[src/hdl/wfa_pkg.sv]
// Package for the worst-fit block allocator.
// Holds the sizing constants, command codes and sequencer state type.
// No dependencies; used by worst_fit_block_allocator (wfa_ram does not use it).
package wfa_pkg;

   // Table geometry.
   localparam int NUM_BLOCKS = 32;
   localparam int SIZE_BITS  = 16;
   localparam int IDX_BITS   = $clog2(NUM_BLOCKS);
   localparam int CNT_BITS   = $clog2(NUM_BLOCKS + 1);

   // Width of the block count register.
   localparam int CSR_BITS   = 6;

   // Command codes carried in req_func.
   localparam logic FUNC_LOAD  = 1'b0;
   localparam logic FUNC_ALLOC = 1'b1;

   // Sequencer states.
   typedef enum logic [1:0] {
      ST_IDLE,
      ST_SCAN,
      ST_DONE
   } state_type;

endpackage

[src/hdl/wfa_ram.sv]
// Generic single-write, single-read RAM with a registered read port.
// Stand-alone; no package dependencies.
module wfa_ram #(
   parameter int WIDTH = 16,
   parameter int DEPTH = 32
) (
   input  logic                     clock,
   input  logic                     wr_en,
   input  logic [$clog2(DEPTH)-1:0] wr_addr,
   input  logic [WIDTH-1:0]         wr_data,
   input  logic [$clog2(DEPTH)-1:0] rd_addr,
   output logic [WIDTH-1:0]         rd_data
);

   logic [WIDTH-1:0] mem_ff [DEPTH];

   // Write port and registered read port.
   always_ff @(posedge clock) begin
      if (wr_en) begin
         mem_ff[wr_addr] <= wr_data;
      end
      rd_data <= mem_ff[rd_addr];
   end

endmodule

[src/hdl/worst_fit_block_allocator.sv]
// Worst-fit block allocator: a table of block sizes in RAM, used marks in flops,
// and one comparator that scans the table under a small sequencer.
// Depends on wfa_pkg and wfa_ram.

// A load command (func 0) writes one block size and frees that block; it
// produces no result and leaves busy low. An allocate command (func 1) scans
// blocks 0 to min(block_count, 32) - 1 one entry per cycle through the single
// RAM read port and one subtract-and-compare unit, holding busy high until the
// scan and the commit are done; the result is shown in the first cycle with
// busy low. Each result is shown for exactly one cycle with rsp_valid high and
// cannot be held off by the receiver. The next command may be started in the
// same cycle the result is shown. Write block_count only while the block is
// idle.
module worst_fit_block_allocator (
   input  logic                                clock,
   input  logic                                reset,
   input  logic                                start,
   output logic                                busy,
   input  logic                                req_func,
   input  logic [wfa_pkg::IDX_BITS-1:0]        req_block_index,
   input  logic [wfa_pkg::SIZE_BITS-1:0]       req_block_size,
   input  logic [wfa_pkg::SIZE_BITS-1:0]       req_request_size,
   output logic                                rsp_valid,
   output logic                                rsp_granted,
   output logic [wfa_pkg::IDX_BITS-1:0]        rsp_chosen_index,
   output logic [wfa_pkg::SIZE_BITS-1:0]       rsp_chosen_size,
   output logic [wfa_pkg::SIZE_BITS-1:0]       rsp_leftover,
   input  logic                                csr_wr_en,
   input  logic [wfa_pkg::CSR_BITS-1:0]        csr_wr_data
);

   // Sequencer and control state.
   wfa_pkg::state_type                 state_ff, state_in;
   logic [wfa_pkg::NUM_BLOCKS-1:0]     used_ff, used_in;
   logic [wfa_pkg::CSR_BITS-1:0]       count_ff;
   logic [wfa_pkg::CNT_BITS-1:0]       limit_ff, limit_in;
   logic [wfa_pkg::CNT_BITS-1:0]       issue_ff, issue_in;
   logic                               cmp_vld_ff, cmp_vld_in;
   logic                               found_ff, found_in;
   logic                               rsp_valid_ff, rsp_valid_in;

   // Datapath registers.
   logic [wfa_pkg::IDX_BITS-1:0]       cmp_idx_ff, cmp_idx_in;
   logic [wfa_pkg::SIZE_BITS-1:0]      req_ff, req_in;
   logic [wfa_pkg::IDX_BITS-1:0]       best_idx_ff, best_idx_in;
   logic [wfa_pkg::SIZE_BITS-1:0]      best_size_ff, best_size_in;
   logic [wfa_pkg::SIZE_BITS-1:0]      best_left_ff, best_left_in;
   logic                               rsp_granted_ff, rsp_granted_in;
   logic [wfa_pkg::IDX_BITS-1:0]       rsp_idx_ff, rsp_idx_in;
   logic [wfa_pkg::SIZE_BITS-1:0]      rsp_size_ff, rsp_size_in;
   logic [wfa_pkg::SIZE_BITS-1:0]      rsp_left_ff, rsp_left_in;

   // Combinational helpers.
   logic [wfa_pkg::CNT_BITS-1:0]       limit;
   logic                               issue_en;
   logic                               ram_we;
   logic [wfa_pkg::SIZE_BITS-1:0]      ram_rd_data;
   logic [wfa_pkg::SIZE_BITS:0]        diff;
   logic                               fits;
   logic [wfa_pkg::SIZE_BITS-1:0]      left;

   // Block size table.
   wfa_ram #(
      .WIDTH (wfa_pkg::SIZE_BITS),
      .DEPTH (wfa_pkg::NUM_BLOCKS)
   ) u_size_ram (
      .clock   (clock),
      .wr_en   (ram_we),
      .wr_addr (req_block_index),
      .wr_data (req_block_size),
      .rd_addr (issue_ff[wfa_pkg::IDX_BITS-1:0]),
      .rd_data (ram_rd_data)
   );

   // A count above the table depth scans the whole table.
   always_comb begin
      if (32'(count_ff) > wfa_pkg::NUM_BLOCKS) begin
         limit = wfa_pkg::CNT_BITS'(wfa_pkg::NUM_BLOCKS);
      end else begin
         limit = wfa_pkg::CNT_BITS'(count_ff);
      end
   end

   // The shared unit: one subtract gives fit and leftover for the entry read.
   assign diff     = {1'b0, ram_rd_data} - {1'b0, req_ff};
   assign fits     = ~diff[wfa_pkg::SIZE_BITS];
   assign left     = diff[wfa_pkg::SIZE_BITS-1:0];
   assign issue_en = (issue_ff < limit_ff);

   // Next state and outputs of the sequencer.
   always_comb begin
      state_in       = state_ff;
      used_in        = used_ff;
      limit_in       = limit_ff;
      issue_in       = issue_ff;
      cmp_vld_in     = cmp_vld_ff;
      cmp_idx_in     = cmp_idx_ff;
      found_in       = found_ff;
      req_in         = req_ff;
      best_idx_in    = best_idx_ff;
      best_size_in   = best_size_ff;
      best_left_in   = best_left_ff;
      rsp_valid_in   = 1'b0;
      rsp_granted_in = rsp_granted_ff;
      rsp_idx_in     = rsp_idx_ff;
      rsp_size_in    = rsp_size_ff;
      rsp_left_in    = rsp_left_ff;
      ram_we         = 1'b0;
      busy           = (state_ff != wfa_pkg::ST_IDLE);

      case (state_ff)
         wfa_pkg::ST_IDLE: begin
            if (start) begin
               if (req_func == wfa_pkg::FUNC_LOAD) begin
                  // A load writes the size and frees the block at once.
                  ram_we                   = 1'b1;
                  used_in[req_block_index] = 1'b0;
               end else begin
                  req_in       = req_request_size;
                  limit_in     = limit;
                  issue_in     = '0;
                  cmp_vld_in   = 1'b0;
                  found_in     = 1'b0;
                  best_idx_in  = '0;
                  best_size_in = '0;
                  best_left_in = '0;
                  state_in     = wfa_pkg::ST_SCAN;
               end
            end
         end

         wfa_pkg::ST_SCAN: begin
            // Issue the next read address; its data arrives in the next cycle.
            if (issue_en) begin
               issue_in   = issue_ff + wfa_pkg::CNT_BITS'(1);
               cmp_vld_in = 1'b1;
               cmp_idx_in = issue_ff[wfa_pkg::IDX_BITS-1:0];
            end else begin
               cmp_vld_in = 1'b0;
            end

            // Keep the largest leftover; a strict compare keeps the lowest index.
            if (cmp_vld_ff && !used_ff[cmp_idx_ff] && fits) begin
               if (!found_ff || (left > best_left_ff)) begin
                  found_in     = 1'b1;
                  best_idx_in  = cmp_idx_ff;
                  best_size_in = ram_rd_data;
                  best_left_in = left;
               end
            end

            if (!issue_en && !cmp_vld_ff) begin
               state_in = wfa_pkg::ST_DONE;
            end
         end

         wfa_pkg::ST_DONE: begin
            // Commit the choice and register the result.
            rsp_valid_in   = 1'b1;
            rsp_granted_in = found_ff;
            if (found_ff) begin
               used_in[best_idx_ff] = 1'b1;
               rsp_idx_in           = best_idx_ff;
               rsp_size_in          = best_size_ff;
               rsp_left_in          = best_left_ff;
            end else begin
               rsp_idx_in  = '0;
               rsp_size_in = '0;
               rsp_left_in = '0;
            end
            state_in = wfa_pkg::ST_IDLE;
         end

         default: begin
            state_in = wfa_pkg::ST_IDLE;
         end
      endcase
   end

   // State register.
   always_ff @(posedge clock) begin
      if (reset) begin
         state_ff <= wfa_pkg::ST_IDLE;
      end else begin
         state_ff <= state_in;
      end
   end

   // Control registers.
   always_ff @(posedge clock) begin
      if (reset) begin
         used_ff      <= '0;
         count_ff     <= '0;
         limit_ff     <= '0;
         issue_ff     <= '0;
         cmp_vld_ff   <= 1'b0;
         found_ff     <= 1'b0;
         rsp_valid_ff <= 1'b0;
      end else begin
         used_ff      <= used_in;
         limit_ff     <= limit_in;
         issue_ff     <= issue_in;
         cmp_vld_ff   <= cmp_vld_in;
         found_ff     <= found_in;
         rsp_valid_ff <= rsp_valid_in;
         if (csr_wr_en) begin
            count_ff <= csr_wr_data;
         end
      end
   end

   // Payload registers.
   always_ff @(posedge clock) begin
      cmp_idx_ff     <= cmp_idx_in;
      req_ff         <= req_in;
      best_idx_ff    <= best_idx_in;
      best_size_ff   <= best_size_in;
      best_left_ff   <= best_left_in;
      rsp_granted_ff <= rsp_granted_in;
      rsp_idx_ff     <= rsp_idx_in;
      rsp_size_ff    <= rsp_size_in;
      rsp_left_ff    <= rsp_left_in;
   end

   assign rsp_valid        = rsp_valid_ff;
   assign rsp_granted      = rsp_granted_ff;
   assign rsp_chosen_index = rsp_idx_ff;
   assign rsp_chosen_size  = rsp_size_ff;
   assign rsp_leftover     = rsp_left_ff;

   // A result strobe only ever follows the commit state.
   a_rsp_after_done: assert property (@(posedge clock) disable iff (reset)
      rsp_valid |-> $past(state_ff) == wfa_pkg::ST_DONE)
      else $error("result strobe without a commit");

   // A granted block is marked used when its result is shown.
   a_grant_marks_used: assert property (@(posedge clock) disable iff (reset)
      (rsp_valid && rsp_granted) |-> used_ff[rsp_chosen_index])
      else $error("granted block not marked used");

   // A refused request reports all fields as zero.
   a_no_grant_zero: assert property (@(posedge clock) disable iff (reset)
      (rsp_valid && !rsp_granted) |->
         (rsp_chosen_index == '0 && rsp_chosen_size == '0 && rsp_leftover == '0))
      else $error("refused request with nonzero fields");

   // The leftover can never exceed the block it came from.
   a_left_bounded: assert property (@(posedge clock) disable iff (reset)
      (rsp_valid && rsp_granted) |-> rsp_leftover <= rsp_chosen_size)
      else $error("leftover larger than chosen block");

   // The compare stage is only live while scanning.
   a_cmp_in_scan: assert property (@(posedge clock) disable iff (reset)
      cmp_vld_ff |-> state_ff == wfa_pkg::ST_SCAN)
      else $error("compare stage active outside the scan");

endmodule
[config.mk]
export PLATFORM = sky130hd
export DESIGN_NAME = worst_fit_block_allocator
export DESIGN_NICKNAME = d
export VERILOG_FILES = /design/src/hdl/wfa_pkg.sv /design/src/hdl/wfa_ram.sv /design/src/hdl/worst_fit_block_allocator.sv
export SDC_FILE = /design/constraint.sdc
export NUM_CORES = 1
export LEC_CHECK = 0
export ABC_AREA = 1
export BUFFER_PORTS_ARGS = -buffer_cell sky130_fd_sc_hd__buf_2
export CAP_MARGIN = 5
export CORE_MARGIN = 8
export CORE_UTILIZATION = 64
export DETAILED_ROUTE_END_ITERATION = 8
export PLACE_DENSITY_LB_ADDON = 0.2
export SLEW_MARGIN = 20
export SYNTH_ARGS = -nofsm -noshare
export SYNTH_HDL_FRONTEND = slang
export SYNTH_SLANG_ARGS = --single-unit
[constraint.sdc]
create_clock -name clock -period 11.75 [get_ports clock]
set_input_delay 1.7625 -clock clock [delete_from_list [all_inputs] [get_ports clock]]
set_output_delay 1.7625 -clock clock [all_outputs]
set_load 0.03 [all_outputs]
==> flow_summary.ini, run 1 <==
[floorplanning]
rows = 77
core-area_sq_um = 43800
die_area_sq_um = 50900
start_util = 0.642
dieHeight_um = 226
pin_count = 88
die_w_um = 226

[synthesis]
yosysWarnings = 0
synth_fp_nets = 2489
synth_seq_cells = 679
synth_top_area_frac = 0.649
avgSynthCellArea_sq_um = 11.7
yosysSeqAreaShare = 0.699
ys_top_cells_by_area = edfxtp_1 (65%), o21ai_0 (5.4%), dfxtp_1 (5.1%)
synthDistinctLibCells = 44
synth_area_sq_um = 28100
yosys.area.top_type = edfxtp_1
synth_cells = 2402

[timing]
timing.hold.ws_ns = 0.463
hold_viol_final = 0
relSlewSlack = 0.300
worst_slew_pin_slew_ns = 1.05
setup_viol = 0
report.final.slew_viol_count = 0
worst_clock_skew_ns = 0.0260
max_freq_mhz = 236
fin_setup_tns_ns = 0
period_minus_slack_ns = 4.23
finalCritPeriodShare = 0.360
grt_setup_unrepaired = false

[setup_path]
crit_arrival_ns = 4.47
critical_path.max_fanout = 32
critical_path.most_common_cell = nand2_1
startpoint = req_ff[0]$_DFFE_PP_
crit_cells = 23
path_cells = ha_1, inv_1, fa_1, nand2_1, nand2_1, a21oi_1, o21ai_1, nand2_1, nand2_1, nand2_1, inv_1, o21ai_0, nand2_1, ha_1, nand4_1, nor2_1, nand2_1, nand2_1, nand2_1, nand2_1, nand3_1, nand2_1, buf_4
r2r_cells = 23
regToRegStartpoint = req_ff[0]$_DFFE_PP_
crit_family = simple AND/OR/NAND/NOR gates
critPathRequiredTime_ns = 11.99
slowest_delay_ns = 0.43
start_kind = flip-flop
end_kind = flip-flop
path_buf_inv = 3
slowest_stage = buf_4
crit_type = reg2reg

[layout]
nFillCells = 2944
fin_cells = 3122
seq_area_sq_um = 19700
post-route-cell-area_sq_um = 31300
synthToLayoutAreaGrowth_pct = 11.3
fin_util = 0.714
drive_gt1_frac = 0.108
nNetsFinal = 2566
multi_input_area_sq_um = 7020
diodes = 0

[worst_hold_path]
hold_depth = 2
hp-class = reg2reg
hold_start = cmp_vld_ff$_SDFFE_PP0P_

[drt]
routed_via_density = 6.13
drtPass1Iterations = 6
routed_wl_mm = 69.4
drt_iter0_markers = 2611
detail_route.wl_per_cell_um = 22.2
route.detailed.drc = 0
drtAntennaViolNets = 0
vias = 19151

[flow_run]
drv_cap = 0

[cts]
post_cts_buffers = 0
cts_buffer_depth = 3
numCtsBuffers = 68
cts_sinks = 679
path_clk_slew_ns = 0.06
post_cts_resized = 0
cts_tree = yes
worstSkewPairLatency_ns = 0.61
h-tree-depth = 3
hold_buffers = 0
cts-root-buf = clkbuf_16

[power_and_ir_drop]
p_leak_nw = 11.4
ir_worst_vdd_mv = 0.152
powerDensity_nw_per_um2 = 167

[global_routing]
grt.overflow.total = 0
antenna_found_initial = 0
grt_max_degree = 104
grt_pass1_vias = 18172
grt_usage = 0.271
grt_pass1_wl_mm = 105

[place]
dpl.cell_count = 3000
hpwl_mm = 41.0
gp_congestion = 0.871
placed_area_sq_um = 29200
portBuffers = 87

[status]
status = finished clean
stage by stage:
| stage | power [mW] | worst slack [ns] |
|---|---|---|
| 6_report | 5.24 | 7.52 |
| 2_1_floorplan | 3.04 | 7.88 |
| 3_3_place_gp | 3.19 | 7.75 |
| 4_1_cts | 5.25 | 7.57 |
| 3_5_place_dp | 3.21 | 7.60 |
| 5_1_grt | 5.39 | 7.19 |
placed cells by master, fill, tap and decap left out, types with 55 or more instances in the layout:
cell type / instances
a21oi_1: 55
buf_2: 87
clkbuf_16: 70
dfxtp_1: 68
edfxtp_1: 608
inv_1: 226
nand2_1: 242
nand3_1: 78
nor2_1: 348
o21ai_0: 302
o22ai_1: 80
final cells by class:
class | count | area share
clock buffers | 81 | 0.0586
multi-input cells | 1356 | 0.224
well taps | 592 | 0.0237
flip-flops and latches | 679 | 0.629
repair buffers | 139 | 0.0270
inverters | 235 | 0.0284
clock inverters | 40 | 0.00935
cells in the mapped netlist (all sizes together):
library cell,number
buf,59
o31ai,1
nand3b,2
or2,2
ha,38
a32oi,12
o21a,1
o41ai,1
o21ai,325
o211ai,39
a211oi,3
nand4,20
xor2,10
clkbuf,73
a21oi,55
fa,1
o22ai,81
o21bai,4
nor2,357
a21boi,2
nand2,244
nand3,78
inv,231
o221ai,49
dfxtp,71
edfxtp,608
o32ai,3
xnor2,2
nor3,25
nor4,1
clkinv,4
final timing paths:
| path | endpoint | slack (ns) |
|---|---|---|
| worst max-delay path | best_size_ff[7]$_SDFFCE_PN0P_ | 7.52 |
| worst max register to register | best_size_ff[7]$_SDFFCE_PN0P_ | 7.52 |
| worst min-delay path | cmp_vld_ff$_SDFFE_PP0P_ | 0.46 |
| worst min register to register | cmp_vld_ff$_SDFFE_PP0P_ | 0.46 |
logic make-up after synthesis:
kind of cell,synth area share
AOI/OAI and AO/OA,0.120
and+or+nand+nor,0.106
xor gates and xnor gates,0.00374
DFF,0.699
adders and majority gates,0.0176
buffers and inverters,0.0535
report_power, final:
part / leakage [nW] / switching (mW) / internal (mW)
logic: 4.28 / 0.341 / 0.136
clock network: 1.05 / 0.890 / 1.18
registers: 6.11 / 0.0308 / 2.66
total: 11.4 / 1.26 / 3.98
worst min-delay path: stages (launching register included):
cell and delay [ns]:
dfxtp_1 0.31, nand2_1 0.06, a21oi_1 0.05
state kept, by name, summed over array words and instances (netlist names), 6 cells and up:
signal,flops
limit_ff,6
u_size_ram.mem_ff,512
rsp_chosen_size,16
req_ff,16
used_ff,32
best_size_ff,16
issue_ff,6
count_ff,6
rsp_leftover,16
best_left_ff,16
u_size_ram.rd_data,16
routing by layer:
metal	vias to the layer above	GRT usage	wire length [um]
met1	9184	0.370	27200
li1	8720	-	-
met4	0	0.105	2760
met2	1089	0.425	32100
met3	158	0.0588	7370
met5	-	0	0
(Power assumes the default switching activity.)
==> run 2, diff against run 1 <==
--- a/config.mk
+++ b/config.mk
@@ -9,7 +9,7 @@
 export BUFFER_PORTS_ARGS = -buffer_cell sky130_fd_sc_hd__buf_2
 export CAP_MARGIN = 5
 export CORE_MARGIN = 8
-export CORE_UTILIZATION = 64
+export CORE_UTILIZATION = 62
 export DETAILED_ROUTE_END_ITERATION = 8
 export PLACE_DENSITY_LB_ADDON = 0.2
 export SLEW_MARGIN = 20
==> constraint.sdc (replaced) <==
create_clock -name clock -period 3.9 [get_ports clock]
set_input_delay 0.585 -clock clock [delete_from_list [all_inputs] [get_ports clock]]
set_output_delay 0.585 -clock clock [all_outputs]
set_load 0.03 [all_outputs]
==> flow_summary.ini, run 2 (same netlist as run 1, synthesis figures left out) <==
[status]
status = finished clean

[drt]
vias = 18954
detail_route.wl_per_cell_um = 21.1
routed_via_density = 6.04
drt_iter0_markers = 2372
drtPass1Iterations = 6
drtAntennaViolNets = 0
routed_wl_mm = 66.2
route.detailed.drc = 0

[global_routing]
antenna_found_initial = 1
grt_max_degree = 157
grt_pass1_wl_mm = 101
grt_usage = 0.245
grt_pass1_vias = 17976
grt.overflow.total = 0

[layout]
nNetsFinal = 2577
reg.largest.list = u_size_ram.mem_ff: 512 flops, used_ff: 32 flops
fin_cells = 3139
drive_gt1_frac = 0.110
layout_common_cells = edfxtp_1 (608), nor2_1 (347), o21ai_0 (300)
nFillCells = 3218
synthToLayoutAreaGrowth_pct = 11.7
final_common_cell = edfxtp_1
regMostFlops = u_size_ram.mem_ff
largest_reg_flops = 512

[setup_path]
start_kind = flip-flop
crit_type = reg2reg
slowest_delay_ns = 0.38
critPathRequiredTime_ns = 4.19
critical_path.max_fanout = 16
path_cells = inv_1, ha_1, inv_1, fa_1, nand2_1, nand2_1, a21oi_4, o21ai_2, nand2_1, nand2_1, nand2_1, inv_1, o21ai_1, nand2_1, ha_1, nand4_1, nor2_2, nand2_1, nand2_1, nand2_1, nand2_1, nand3_2, nand2_4, clkbuf_16
rr_endpoint = best_size_ff[9]$_SDFFCE_PN0P_
crit_cells = 24
r2r_slack_ns = 0.31
r2r_cells = 24
slowest_stage = fa_1
crit_family = simple AND/OR/NAND/NOR gates
critical_path.most_common_cell = nand2_1
path_buf_inv = 4
end_kind = flip-flop
regToRegStartpoint = u_size_ram.rd_data[0]$_DFF_P_
crit_arrival_ns = 3.88

[floorplanning]
start_util = 0.624
die_w_um = 229
core-area_sq_um = 45100
rows = 78
pin_count = 88
die_area_sq_um = 52500
dieHeight_um = 229

[cts]
worstSkewPairLatency_ns = 0.60
path_clk_slew_ns = 0.06
numCtsBuffers = 68
cts-root-buf = clkbuf_16
h-tree-depth = 3
cts_buffer_depth = 3
cts_sinks = 679
cts_tree = yes

[worst_hold_path]
hold_start = req_request_size[0]
hold_depth = 1
hold_end = req_ff[0]$_DFFE_PP_
hp-class = in2reg

[power_and_ir_drop]
powerDensity_nw_per_um2 = 499
ir_worst_vdd_mv = 0.397
power_mw = 15.7
p_leak_nw = 11.5

[timing]
report.final.slew_viol_count = 0
hold_viol_final = 0
relSlewSlack = 0.325
setup_viol = 0
period_minus_slack_ns = 3.59
worst_clock_skew_ns = 0.0201
max_freq_mhz = 279
worst_slew_pin_slew_ns = 1.00
finalCritPeriodShare = 0.921
fin_setup_tns_ns = 0
grt_setup_unrepaired = false

[place]
portBuffers = 87
dpl.cell_count = 3018
gp_congestion = 0.878
hpwl_mm = 39.2

[flow_run]
drv_cap = 0
## run 2: cell count changes in the layout (fill, tap and decap cells not counted), moves of 2 or more
cell / before / now
o21ai_0: 302 / 300
clkinv_2: 15 / 10
buf_4: 51 / 57
bufinv_16: 3 / 5
buf_12: 0 / 5
a21oi_1: 55 / 53
clkbuf_8: 4 / 0
clkbuf_1: 7 / 12
clkinv_1: 20 / 23
## run 2: worst max-delay path by stage
stage | from | end | slack, ns
3_5_place_dp | u_size_ram.rd_data[0]$_DFF_P_ | best_size_ff[0]$_SDFFCE_PN0P_ | 0.12
4_1_cts | u_size_ram.rd_data[0]$_DFF_P_ | best_size_ff[7]$_SDFFCE_PN0P_ | 0.12
3_3_place_gp | u_size_ram.rd_data[0]$_DFF_P_ | best_size_ff[2]$_SDFFCE_PN0P_ | 0.19
5_1_grt | u_size_ram.rd_data[0]$_DFF_P_ | best_size_ff[9]$_SDFFCE_PN0P_ | 0.01
6_report | u_size_ram.rd_data[0]$_DFF_P_ | best_size_ff[9]$_SDFFCE_PN0P_ | 0.31
2_1_floorplan | u_size_ram.rd_data[0]$_DFF_P_ | best_idx_ff[0]$_SDFFCE_PN0P_ | 0.03
## run 2: power by group
part	total (mW)	internal (mW)	switching (mW)
clock network	6.18	3.56	2.62
logic	1.43	0.435	0.996
registers	8.06	8.01	0.0451
total	15.7	12.0	3.66
## run 2: layer usage
metal,up-vias,part of all wire,track usage
li1,8742,-,-
met1,9115,0.40,0.335
met2,960,0.48,0.395
met3,137,0.091,0.0433
met4,0,0.026,0.0899
met5,-,0,0
## run 2: area by class of cell
type	count	area [sq um]	area share
timing repair buffer	150	988	0.0314
inverter	235	888	0.0283
tap	600	751	0.0239
sequential	679	19700	0.626
clock inverter	37	300	0.00955
antenna	1	2.50	0.0000796
clock buffer	81	1770	0.0564
multi-input combinational	1356	7050	0.224
## run 2: repair_timing
item                       in CTS  in global routing
hold buffers                    0                  0
buffers inserted                0                  1
setup endpoints to repair       0                 37
gates resized for setup         0                 10
## run 2: per-stage QoR
step	instance area (sq um)	worst slack [ns]	utilization	hold WS, ns
final	31400	0.310	0.697	0.177
after global routing	31400	0.0129	0.697	0.158
after global placement	29300	0.187	0.650	0.451
after floorplan	28100	0.0326	-	0.429
after CTS	31400	0.116	0.696	0.153
after detailed placement	29300	0.121	0.650	0.454
## run 2: worst reg2reg max path, stage by stage (launching register included)
cell and delay (ns):
dfxtp_1 0.30, inv_1 0.06, ha_1 0.13, inv_1 0.06, fa_1 0.38, nand2_1 0.09, nand2_1 0.09, a21oi_4 0.21
o21ai_2 0.11, nand2_1 0.10, nand2_1 0.09, nand2_1 0.09, inv_1 0.04, o21ai_1 0.15, nand2_1 0.09, ha_1 0.30
nand4_1 0.15, nor2_2 0.14, nand2_1 0.06, nand2_1 0.05, nand2_1 0.07, nand2_1 0.08, nand3_2 0.11, nand2_4 0.14
clkbuf_16 0.20
